===== src/gfd_pkg.sv =====
// gfd_pkg: shared constants for the grid factor decomposition block
// no dependencies; imported by grid_factor_decomposition_top
package gfd_pkg;

  // width of every factor field and of the count field on the ports
  localparam int FieldWidth = 16;

  // default internal width of the processor count
  localparam int CountWidthDefault = 16;

  // status codes
  localparam logic StatusOk      = 1'b0;
  localparam logic StatusInvalid = 1'b1;

endpackage


===== src/grid_factor_decomposition_top.sv =====
// grid_factor_decomposition_top: balanced 3d factorisation of a processor count
// depends on gfd_pkg (field width, status codes)
//
// A zero count is answered in the cycle after start. Otherwise the sequencer
// runs an integer root search and then tries each divisor candidate from the
// root upward with the one-bit-per-cycle restoring divider, first for the
// cube-root stage and then for the square-root stage. One request at a time:
// busy is high until the result strobe. Results cannot be stalled.
// Reset (rst, synchronous) returns the sequencer to idle and clears done.
module grid_factor_decomposition_top
  import gfd_pkg::*;
#(
  parameter int COUNT_WIDTH = CountWidthDefault
) (
  input  logic                  clk,
  input  logic                  rst,
  input  logic                  start,
  output logic                  busy,
  input  logic [FieldWidth-1:0] proc_count,
  output logic                  done,
  output logic [FieldWidth-1:0] factor_first,
  output logic [FieldWidth-1:0] factor_second,
  output logic [FieldWidth-1:0] factor_third,
  output logic                  status
);

  localparam int W      = COUNT_WIDTH;
  localparam int AccW   = COUNT_WIDTH + 2;
  localparam int CntW   = $clog2(COUNT_WIDTH);

  typedef enum logic [2:0] {
    S_IDLE,
    S_ROOT,
    S_TEST,
    S_DIV,
    S_CHECK,
    S_FOUND
  } state_t;

  state_t            state;
  logic              stage;      // 0: cube-root stage, 1: square-root stage
  logic [W-1:0]      v;          // value being factored in this stage
  logic [W-1:0]      r;          // root candidate
  logic [AccW-1:0]   sq;         // r*r
  logic [AccW-1:0]   cube;       // r*r*r
  logic [W-1:0]      cand;       // divisor candidate
  logic [W-1:0]      rem;
  logic [W-1:0]      quo;
  logic [CntW-1:0]   cnt;
  logic [W-1:0]      found_div;
  logic [W-1:0]      found_quo;
  logic [W-1:0]      d0;

  // shared root-step arithmetic
  logic [AccW-1:0] r_ext;
  logic [AccW-1:0] root_target;
  logic            root_reached;
  logic [AccW-1:0] sq_next;
  logic [AccW-1:0] cube_next;

  // restoring divider step
  logic [W:0]      rem_sh;
  logic            sub_ok;
  logic [W:0]      rem_diff;

  logic [W-1:0]    m_in;

  assign m_in = W'(proc_count);

  always_comb begin
    r_ext        = AccW'(r);
    root_target  = stage ? sq : cube;
    root_reached = root_target >= AccW'(v);
    sq_next      = sq + (r_ext << 1) + AccW'(1);
    cube_next    = cube + (sq << 1) + sq + (r_ext << 1) + r_ext + AccW'(1);
  end

  always_comb begin
    rem_sh   = {rem, quo[W-1]};
    sub_ok   = rem_sh >= {1'b0, cand};
    rem_diff = rem_sh - {1'b0, cand};
  end

  assign busy = (state != S_IDLE);

  // sequencer with registered result
  always_ff @(posedge clk) begin
    if (rst) begin
      state <= S_IDLE;
      done  <= 1'b0;
      stage <= 1'b0;
    end else begin
      done <= 1'b0;
      unique case (state)
        S_IDLE: begin
          if (start) begin
            if (m_in == '0) begin
              factor_first  <= '0;
              factor_second <= '0;
              factor_third  <= '0;
              status        <= StatusInvalid;
              done          <= 1'b1;
            end else begin
              v     <= m_in;
              r     <= W'(1);
              sq    <= AccW'(1);
              cube  <= AccW'(1);
              stage <= 1'b0;
              state <= S_ROOT;
            end
          end
        end
        // integer root search, one candidate a cycle
        S_ROOT: begin
          if (root_reached) begin
            cand  <= r;
            state <= S_TEST;
          end else begin
            r    <= r + W'(1);
            sq   <= sq_next;
            cube <= cube_next;
          end
        end
        // candidate range exhausted: the value itself is the divisor; else divide by cand
        S_TEST: begin
          if (cand >= v) begin
            found_div <= v;
            found_quo <= W'(1);
            state     <= S_FOUND;
          end else begin
            rem   <= '0;
            quo   <= v;
            cnt   <= '0;
            state <= S_DIV;
          end
        end
        // one quotient bit per cycle
        S_DIV: begin
          if (sub_ok) begin
            rem <= rem_diff[W-1:0];
          end else begin
            rem <= rem_sh[W-1:0];
          end
          quo <= {quo[W-2:0], sub_ok};
          cnt <= cnt + CntW'(1);
          if (cnt == CntW'(W - 1)) begin
            state <= S_CHECK;
          end
        end
        S_CHECK: begin
          if (rem == '0) begin
            found_div <= cand;
            found_quo <= quo;
            state     <= S_FOUND;
          end else begin
            cand  <= cand + W'(1);
            state <= S_TEST;
          end
        end
        S_FOUND: begin
          if (!stage) begin
            d0    <= found_div;
            v     <= found_quo;
            r     <= W'(1);
            sq    <= AccW'(1);
            cube  <= AccW'(1);
            stage <= 1'b1;
            state <= S_ROOT;
          end else begin
            factor_first  <= FieldWidth'(d0);
            factor_second <= FieldWidth'(found_div);
            factor_third  <= FieldWidth'(found_quo);
            status        <= StatusOk;
            done          <= 1'b1;
            state         <= S_IDLE;
          end
        end
        default: state <= S_IDLE;
      endcase
    end
  end

endmodule

===== config.mk =====
export PLATFORM = sky130hd
export DESIGN_NAME = grid_factor_decomposition_top
export DESIGN_NICKNAME = d
export VERILOG_FILES = /design/src/gfd_pkg.sv /design/src/grid_factor_decomposition_top.sv
export SDC_FILE = /design/constraint.sdc
export NUM_CORES = 1
export LEC_CHECK = 0
export ABC_AREA = 1
export BUFFER_PORTS_ARGS = -buffer_cell sky130_fd_sc_hd__buf_2
export CAP_MARGIN = 20
export CORE_ASPECT_RATIO = 0.9
export CORE_MARGIN = 2
export CORE_UTILIZATION = 57
export DETAILED_ROUTE_END_ITERATION = 16
export PLACE_DENSITY = 0.79
export SKIP_CTS_REPAIR_TIMING = 1
export SYNTH_ARGS = -nofsm -noshare
export SYNTH_HDL_FRONTEND = slang
export SYNTH_SLANG_ARGS = --single-unit

===== constraint.sdc =====
create_clock -name clk -period 4.51 [get_ports clk]
set_clock_uncertainty 0.1 [all_clocks]
set_input_delay 0.2255 -clock clk [delete_from_list [all_inputs] [get_ports clk]]
set_output_delay 0.2255 -clock clk [all_outputs]
set_load 0.05 [all_outputs]

==> results.json, run 1 <==
{
  "min_to": "v[10]",
  "insertion_delay_ns": 0.55,
  "port-buffer-count": 69,
  "hold_violations": 2,
  "ys_async_sr_fraction": 0,
  "r2r-start": "r[1]",
  "holdWs_ns": -0.0264,
  "final-setup-viol-count": 0,
  "synth_area_um2": 14100,
  "dp_slack_ns": 0.323,
  "relSlewSlack": 0.487,
  "cts_buffers": 25,
  "yosysSeqAreaShare": 0.471,
  "grtUsageTotal": 0.259,
  "netlist_instances": 1529,
  "layout-drive-gt1-share": 0.0930,
  "vias_per_cell": 5.46,
  "rows": 54,
  "finalSetupTns_ns": 0,
  "ios": 70,
  "synth_edf_count": 217,
  "r2r_cells": 18,
  "ys_seq_elements": 222,
  "antenna_found_initial": 0,
  "final_nets": 1794,
  "r2r_end": "cube[14]",
  "cts_tree": "built",
  "cap_violations": 0,
  "ant_nets": 0,
  "vias": 10655,
  "totalWireLength_mm": 33.0,
  "cts.clk_slew.worst_paths_ns": 0.06,
  "coreArea_um2": 24300,
  "path_class": "reg -> reg",
  "crit_required_ns": 4.69,
  "fin_crit_ns": 4.08,
  "cp-start-kind": "flop",
  "min-delay-start": "proc_count[10]",
  "place_congestion": 0.940,
  "die-area_um2": 25900,
  "violations": "hold timing",
  "fin_ws_ns": 0.428,
  "syn_to_final_growth_pct": 11.7,
  "firstDrtPassIters": 6,
  "hpwl_mm": 24.3,
  "rsz0062_at_grt": "false",
  "grt_max_degree": 56,
  "syn_avg_cell_area_um2": 9.19,
  "cp-end-kind": "flop",
  "antenna_cells": 0,
  "cp_max_fo": 4,
  "worst_ep_arrival_time_ns": 4.26,
  "clkSinkCount": 222,
  "worst_pin_slew_ns": 0.768,
  "gr-total-overflow": 0,
  "yosysUniqueCellTypes": 45,
  "period_share": 0.905,
  "clk_path_buf_depth": 3,
  "r2r_slack_ns": 0.43,
  "htreeDepth": 1,
  "start_util": 0.580,
  "syn_nets": 1696,
  "timing.fmax_mhz": 245,
  "holdPathStages": 3,
  "cts_root_buf": "clkbuf_16",
  "post-route-util": 0.647,
  "grt_pass1_wl_mm": 53.2,
  "die_w_um": 170,
  "nFillCells": 1933,
  "wl_per_cell_um": 16.9,
  "drv_slew": 0,
  "grt_pass1_vias": 10577,
  "dieHeight_um": 153,
  "status": "finished, violations left",
  "hold_path_class": "in -> reg",
  "yosysWarnings": 0,
  "ys.flop_type": "edfxtp_1",
  "drtIter0Drc": 886,
  "drcViolationCount": 0
}
## registers in the layout, indices dropped and copies added, names as in the netlist, 3 cells and up
name	count
cube	18
found_quo	16
state	3
sq	18
quo	16
factor_second	16
factor_third	16
r	16
d0	16
cnt	4
cand	16
found_div	16
v	16
factor_first	16
rem	16
## layer usage
| layer | vias to the layer above | GRT usage | part of all wire |
|---|---|---|---|
| met4 | 0 | 0.0847 | 0.032 |
| li1 | 5174 | - | - |
| met5 | - | 0 | 0 |
| met1 | 5065 | 0.355 | 0.43 |
| met3 | 62 | 0.0308 | 0.062 |
| met2 | 354 | 0.433 | 0.48 |
## worst max-delay path: stages (launching register included)
cell and delay, ns:
edfxtp_1 0.40, inv_1 0.13, fa_1 0.55, inv_1 0.05
fa_1 0.50, inv_1 0.05, fa_1 0.45, inv_1 0.07
ha_1 0.19, inv_1 0.06, fa_1 0.40, o21ai_1 0.25
a21oi_1 0.12, inv_1 0.14, nand2_1 0.07, nand2_1 0.09
nand2_1 0.07, nand3_1 0.07, a21oi_1 0.06
## through the flow
stage / std cells / cell area, um^2
after global placement: 1895 / 14800
after CTS: 1940 / 15600
after detailed placement: 1895 / 14800
after global routing: 1953 / 15700
final: 1953 / 15700
after floorplan: 1529 / 14100
## cell usage in the layout, fill, tap and decap left out, types with 5 or more instances in the layout
cell type | netlist | routed
nor3_1 | 9 | 9
xnor2_1 | 13 | 13
ha_1 | 98 | 98
buf_4 | 0 | 13
dfxtp_1 | 5 | 5
clkbuf_16 | 0 | 25
o21bai_1 | 19 | 19
nand4_1 | 12 | 12
nand3_1 | 39 | 39
xor2_1 | 9 | 9
nand2_2 | 5 | 5
nand2_1 | 255 | 255
o31ai_1 | 6 | 6
dlygate4sd3_1 | 0 | 13
buf_2 | 8 | 69
o21ai_0 | 110 | 108
nor2_1 | 173 | 171
clkbuf_1 | 14 | 10
a21oi_1 | 101 | 101
nor2_4 | 3 | 5
o21ai_2 | 12 | 12
o21a_1 | 8 | 8
inv_1 | 315 | 315
o21ai_1 | 4 | 6
a21o_1 | 6 | 6
fa_1 | 50 | 50
edfxtp_1 | 217 | 217
clkinv_1 | 0 | 5
## cell usage after synthesis, types with 2 or more instances
cell type  number  share of area
inv_1         315          0.084
nand2_1       255          0.068
edfxtp_1      217           0.46
nor2_1        173          0.046
o21ai_0       110          0.039
a21oi_1       101          0.036
ha_1           98          0.087
fa_1           50          0.071
nand3_1        39          0.014
o21bai_1       19          0.010
clkbuf_1       14         0.0037
xnor2_1        13         0.0081
nand4_1        12         0.0053
o21ai_2        12         0.0075
nor3_1          9         0.0032
xor2_1          9         0.0056
buf_2           8         0.0028
o21a_1          8         0.0043
a21o_1          6         0.0032
o31ai_1         6         0.0032
dfxtp_1         5         0.0071
nand2_2         5         0.0022
inv_2           4         0.0011
nor2_2          4         0.0018
o21ai_1         4         0.0014
a211oi_1        3         0.0016
a31oi_1         3         0.0013
nor2_4          3         0.0024
or2_2           3         0.0013
a21boi_0        2         0.0011
a22oi_1         2         0.0011
buf_6           2         0.0016
nand2_4         2         0.0016
nor3b_1         2         0.0011
## logic make-up after synthesis
logic type,share of synthesized area
adders and majority gates,0.158
xor gates and xnor gates,0.0137
and+or+nand+nor,0.151
buffers and inverters,0.0936
DFF,0.471
AOI/OAI and AO/OA,0.112
## area by class of cell
| cell class | instances | area (um^2) | share of cell area |
|---|---|---|---|
| Multi-Input combinational cell | 963 | 6150 | 0.392 |
| Clock inverter | 10 | 87.6 | 0.00558 |
| Inverter | 319 | 1200 | 0.0763 |
| Sequential cell | 222 | 6620 | 0.422 |
| Tap cell | 308 | 385 | 0.0246 |
| Clock buffer | 35 | 663 | 0.0423 |
| Timing Repair Buffer | 96 | 593 | 0.0378 |
## worst max-delay path by stage
| stage | start | endpoint | slack [ns] | cells past startpoint |
|---|---|---|---|---|
| 2_1_floorplan | stage | cube[0] | 0.004 | 11 |
| 3_3_place_gp | r[1] | cube[14] | 0.43 | 18 |
| 3_5_place_dp | r[1] | cube[14] | 0.32 | 18 |
| 4_1_cts | r[1] | cube[14] | 0.31 | 18 |
| 5_1_grt | r[3] | cube[17] | 0.09 | 19 |
| 6_report | r[1] | cube[14] | 0.43 | 18 |
Power of run 1 is left out: the tool's default activity adds up to more than one toggle a clock period on the data nets, which glitch-free logic cannot reach.
==> run 2: changes to the inputs <==
--- a/config.mk
+++ b/config.mk
@@ -9,7 +9,6 @@
 export BUFFER_PORTS_ARGS = -buffer_cell sky130_fd_sc_hd__buf_2
 export CAP_MARGIN = 20
 export CORE_ASPECT_RATIO = 0.9
-export CORE_MARGIN = 2
 export CORE_UTILIZATION = 57
 export DETAILED_ROUTE_END_ITERATION = 16
 export PLACE_DENSITY = 0.79
==> run 2 against run 1 <==
  * The flow still finishes with violations (hold timing)
  * Sequential share of layout area fell by 0.19 points
  * Core utilization increased by 0.30 points
  * Non-clock buffer count is 2 higher
  * Die area is 2.5% lower
  * Register-to-register slack hardly changed
  * Largest cell class unchanged
  * Highest routed layer unchanged
==> results.json, run 2 (same netlist as run 1, synthesis figures left out) <==
{
  "hold_violations": 2,
  "cts_buffers": 25,
  "use_met2": 0.445,
  "wl_per_cell_um": 16.3,
  "fin_crit_ns": 4.09,
  "dieHeight_um": 151,
  "die_w_um": 168,
  "vias": 10529,
  "status": "finished, violations left",
  "finalSetupTns_ns": 0,
  "worst_ep_arrival_time_ns": 4.27,
  "hpwl_mm": 23.9,
  "cts_tree": "built",
  "rows": 54,
  "holdWs_ns": -0.0134,
  "final_nets": 1796,
  "final_common_cell": "inv_1",
  "cap_violations": 0,
  "grtUsageTotal": 0.257,
  "syn_to_final_growth_pct": 12.2,
  "insertion_delay_ns": 0.55,
  "drcViolationCount": 0,
  "cp-start-kind": "flop",
  "die-area_um2": 25300,
  "reg_top3": "cube x18, sq x18",
  "hold_path_class": "in -> reg",
  "antenna_found_initial": 0,
  "grt_pass1_vias": 10178,
  "drtIter0Drc": 826,
  "final-setup-viol-count": 0,
  "path_class": "reg -> reg",
  "cts.clk_slew.worst_paths_ns": 0.06,
  "timing.fmax_mhz": 245,
  "totalWireLength_mm": 31.9,
  "layout_common_cells": "315 x inv_1, 255 x nand2_1, 217 x edfxtp_1, 171 x nor2_1, 108 x o21ai_0",
  "violations": "hold timing",
  "gr-total-overflow": 0,
  "place_congestion": 0.896,
  "start_util": 0.580,
  "grt_most_used_layer": "met2",
  "drv_slew": 0,
  "crit_required_ns": 4.69,
  "grtUsageMet1": 0.341,
  "port-buffer-count": 69,
  "antenna_cells": 0,
  "coreArea_um2": 24300,
  "ant_nets": 0,
  "layout-drive-gt1-share": 0.0989,
  "rsz0062_at_grt": "false",
  "vias_per_cell": 5.38,
  "htreeDepth": 1,
  "clkSinkCount": 222,
  "grt_max_degree": 56,
  "clk_path_buf_depth": 3,
  "use_met3": 0.0300,
  "worst_pin_slew_ns": 0.779,
  "ios": 70,
  "period_share": 0.906,
  "grt_pass1_wl_mm": 50.6,
  "relSlewSlack": 0.480,
  "firstDrtPassIters": 5,
  "cts_root_buf": "clkbuf_16",
  "cp_max_fo": 4,
  "cp-end-kind": "flop"
}
## run 2: cell count changes in the layout (fill, tap and decap cells not counted)
cell           change
dlygate4sd3_1      +1
clkinvlp_4         +1
buf_12             +1
clkinv_2           +7
clkinv_1           -1
bufinv_16          +1
clkbuf_1           -7
## run 2: worst max-delay path, cell delays in order, from the launching register on
cell and delay [ns]:
edfxtp_1 0.39, inv_1 0.13, fa_1 0.55, inv_1 0.05, fa_1 0.51, inv_1 0.06
fa_1 0.45, inv_1 0.07, ha_1 0.17, inv_1 0.06, fa_1 0.40, o21ai_1 0.24
a21oi_1 0.12, inv_1 0.15, nand2_1 0.07, nand2_1 0.10, nand2_1 0.08, nand3_1 0.07
a21oi_1 0.06
## run 2: area by class of cell
type	instances	area (um^2)
inverters	319	1200
clock inverters	18	156
flip-flops and latches	222	6620
clock buffers	28	637
well taps	308	385
repair buffers	98	623
multi-input cells	963	6150
fillers	1975	8490
## run 2: through the flow
stage	hold slack [ns]	worst slack, ns	cell area [um^2]	cells	utilization
2_1_floorplan	0.195	0.00411	14100	1529	-
3_3_place_gp	0.328	0.420	14800	1896	0.612
3_5_place_dp	0.335	0.377	14800	1896	0.612
4_1_cts	-0.0910	0.336	15600	1942	0.644
5_1_grt	0.0228	0.121	15800	1956	0.650
6_report	-0.0134	0.422	15800	1956	0.650
## run 2: worst paths after layout
| check | startpoint | to | slack [ns] | depth (start not counted) |
|---|---|---|---|---|
| worst max register to register | r[1] | cube[14] | 0.42 | 18 |
| worst max-delay path | r[1] | cube[14] | 0.42 | 18 |
| worst min register to register | found_div[5] | d0[5] | 0.35 | 0 |
| worst min-delay path | proc_count[11] | v[11] | -0.01 | 3 |
## run 2: metal layers
| layer | vias up | share of wire |
|---|---|---|
| li1 | 5189 | - |
| met1 | 4910 | 0.44 |
| met2 | 369 | 0.47 |
| met3 | 61 | 0.063 |
| met4 | 0 | 0.030 |
| met5 | - | 0 |
Power of run 2 is left out for the same reason.
==> run 3: changes to the inputs <==
--- a/config.mk
+++ b/config.mk
@@ -8,10 +8,10 @@
 export ABC_AREA = 1
 export BUFFER_PORTS_ARGS = -buffer_cell sky130_fd_sc_hd__buf_2
 export CAP_MARGIN = 20
-export CORE_ASPECT_RATIO = 0.9
-export CORE_UTILIZATION = 57
+export CORE_ASPECT_RATIO = 2
+export CORE_UTILIZATION = 50
 export DETAILED_ROUTE_END_ITERATION = 16
-export PLACE_DENSITY = 0.79
+export PLACE_DENSITY = 0.71
 export SKIP_CTS_REPAIR_TIMING = 1
 export SYNTH_ARGS = -nofsm -noshare
 export SYNTH_HDL_FRONTEND = slang
==> run 3 against run 2 <==
  * The flow still finishes with violations (hold timing)
  * Via count increased by 0.91%
  * Cell area decreased by 0.21%
  * Routed wire length up 11%
  * Sequential cell count is the same
  * Highest routed layer unchanged
  * Core utilization fell by 7.9 points
  * Global-route usage fell by 0.21 points
  * Die area up 14%
  * Non-clock buffer count fell by 2
  * Largest cell class unchanged
  * Sequential share of layout area rose by 0.087 points
  * First-iteration DRC count decreased by 17%
==> results.json, run 3 (same netlist as run 1, synthesis figures left out) <==
{
  "vias_per_cell": 5.34,
  "path_class": "reg -> reg",
  "max_stage_delay_ns": 0.56,
  "cpMaxStageDelayCell": "fa_1",
  "insertion_delay_ns": 0.53,
  "hold_path_class": "in -> reg",
  "min-delay-start": "proc_count[0]",
  "cp_max_fo": 5,
  "drcViolationCount": 0,
  "finalSetupTns_ns": 0,
  "drtIter0Drc": 688,
  "cp-start-kind": "flop",
  "final-setup-viol-count": 0,
  "antenna_found_initial": 0,
  "antenna_cells": 0,
  "port-buffer-count": 69,
  "worst_ep_arrival_time_ns": 4.44,
  "relSlewSlack": 0.505,
  "fin_crit_ns": 4.26,
  "die-area_um2": 28800,
  "hpwl_mm": 27.6,
  "cts_tree": "built",
  "crit_required_ns": 4.69,
  "grt_pass1_wl_mm": 55.6,
  "place_congestion": 0.913,
  "min_to": "v[0]",
  "r2r_slack_ns": 0.25,
  "ios": 70,
  "layout-drive-gt1-share": 0.0971,
  "period_share": 0.944,
  "drv_slew": 0,
  "firstDrtPassIters": 5,
  "hold_violations": 5,
  "crit_chain": "inv_1 -> fa_1 -> inv_1 -> fa_1 -> inv_1 -> fa_1 -> inv_1 -> ha_1 -> nand3_1 -> nand2_1 -> inv_1 -> nor2_1 -> nor2_1 -> o21ai_0 -> nand2_1 -> nand2_1 -> nand2_1 -> nand2_1 -> nor2_1",
  "die_w_um": 121,
  "r2r_cells": 19,
  "htreeDepth": 1,
  "final_nets": 1790,
  "grtUsageTotal": 0.255,
  "grt_max_degree": 55,
  "grt_pass1_vias": 10913,
  "worst_pin_slew_ns": 0.741,
  "violations": "hold timing",
  "coreArea_um2": 27500,
  "cts_root_buf": "clkbuf_16",
  "holdWs_ns": -0.0337,
  "cap_violations": 0,
  "rows": 86,
  "gr-total-overflow": 0,
  "clk_path_buf_depth": 3,
  "layout_common_cells": "315 x inv_1, 255 x nand2_1, 217 x edfxtp_1, 171 x nor2_1, 109 x o21ai_0",
  "vias": 10625,
  "holdPathStages": 3,
  "wl_per_cell_um": 17.8,
  "timing.fmax_mhz": 235,
  "clkSinkCount": 222,
  "r2r_end": "cube[17]",
  "ant_nets": 0,
  "rsz0062_at_grt": "false",
  "cp-end-kind": "flop",
  "syn_to_final_growth_pct": 11.9,
  "dieHeight_um": 239,
  "cts.clk_slew.worst_paths_ns": 0.07,
  "final_common_cell": "inv_1",
  "status": "finished, violations left",
  "cts_buffers": 21,
  "start_util": 0.510,
  "r2r-start": "r[3]",
  "totalWireLength_mm": 35.3,
  "reg_top3": "cube x18, sq x18"
}
-- run 3: cell types whose count changed in the layout (fill, tap and decap cells not counted), moves of 2 or more --
cell,before,now
buf_4,13,15
dlygate4sd3_1,14,11
clkinv_2,9,0
bufinv_16,2,4
clkinv_1,4,0
inv_6,1,5
clkinv_4,0,3
clkbuf_16,25,21
-- run 3: critical path, delay by kind of cell, from the launching register on --
kind                       cells  cell delay [ns]
AOI/OAI and AO/OA              1             0.52
adders and majority gates      4             1.86
buffers and inverters          5             0.37
DFF                            1             0.44
and+or+nand+nor                9             0.70
-- run 3: how the worst max path moves through the flow --
stage | endpoint | start | cells past startpoint
after floorplan | cube[0] | stage | 11
after global placement | cube[14] | r[1] | 18
after detailed placement | cube[14] | r[1] | 18
after CTS | cube[14] | r[1] | 18
after global routing | cube[13] | r[3] | 19
final | cube[17] | r[3] | 19
-- run 3: layer usage --
| metal | vias up | global-route usage | routed length [um] |
|---|---|---|---|
| met5 | - | 0 | 0 |
| met4 | 0 | 0.189 | 2800 |
| met3 | 132 | 0.0274 | 1410 |
| met2 | 324 | 0.499 | 19800 |
| met1 | 5008 | 0.234 | 11400 |
| li1 | 5161 | - | - |
-- run 3: stage by stage --
| stage | cells | instance area, um^2 | util | worst slack, ns | hold slack, ns |
|---|---|---|---|---|---|
| floorplan | 1529 | 14100 | - | 0.00411 | 0.195 |
| global placement | 1941 | 14900 | 0.540 | 0.363 | 0.329 |
| detailed placement | 1941 | 14900 | 0.540 | 0.288 | 0.338 |
| CTS | 1978 | 15600 | 0.567 | 0.267 | -0.118 |
| global route | 1989 | 15700 | 0.571 | 0.0241 | 0.00129 |
| finish | 1989 | 15700 | 0.571 | 0.253 | -0.0337 |
-- run 3: layout make-up --
type                       instances  area (um^2)
clock buffer                      25          551
sequential                       222         6620
inverter                         319         1200
timing repair buffer              96          588
fill                            2395        11800
multi-input combinational        963         6150
clock inverter                    12          190
tap                              352          440
Power of run 3 is left out for the same reason.
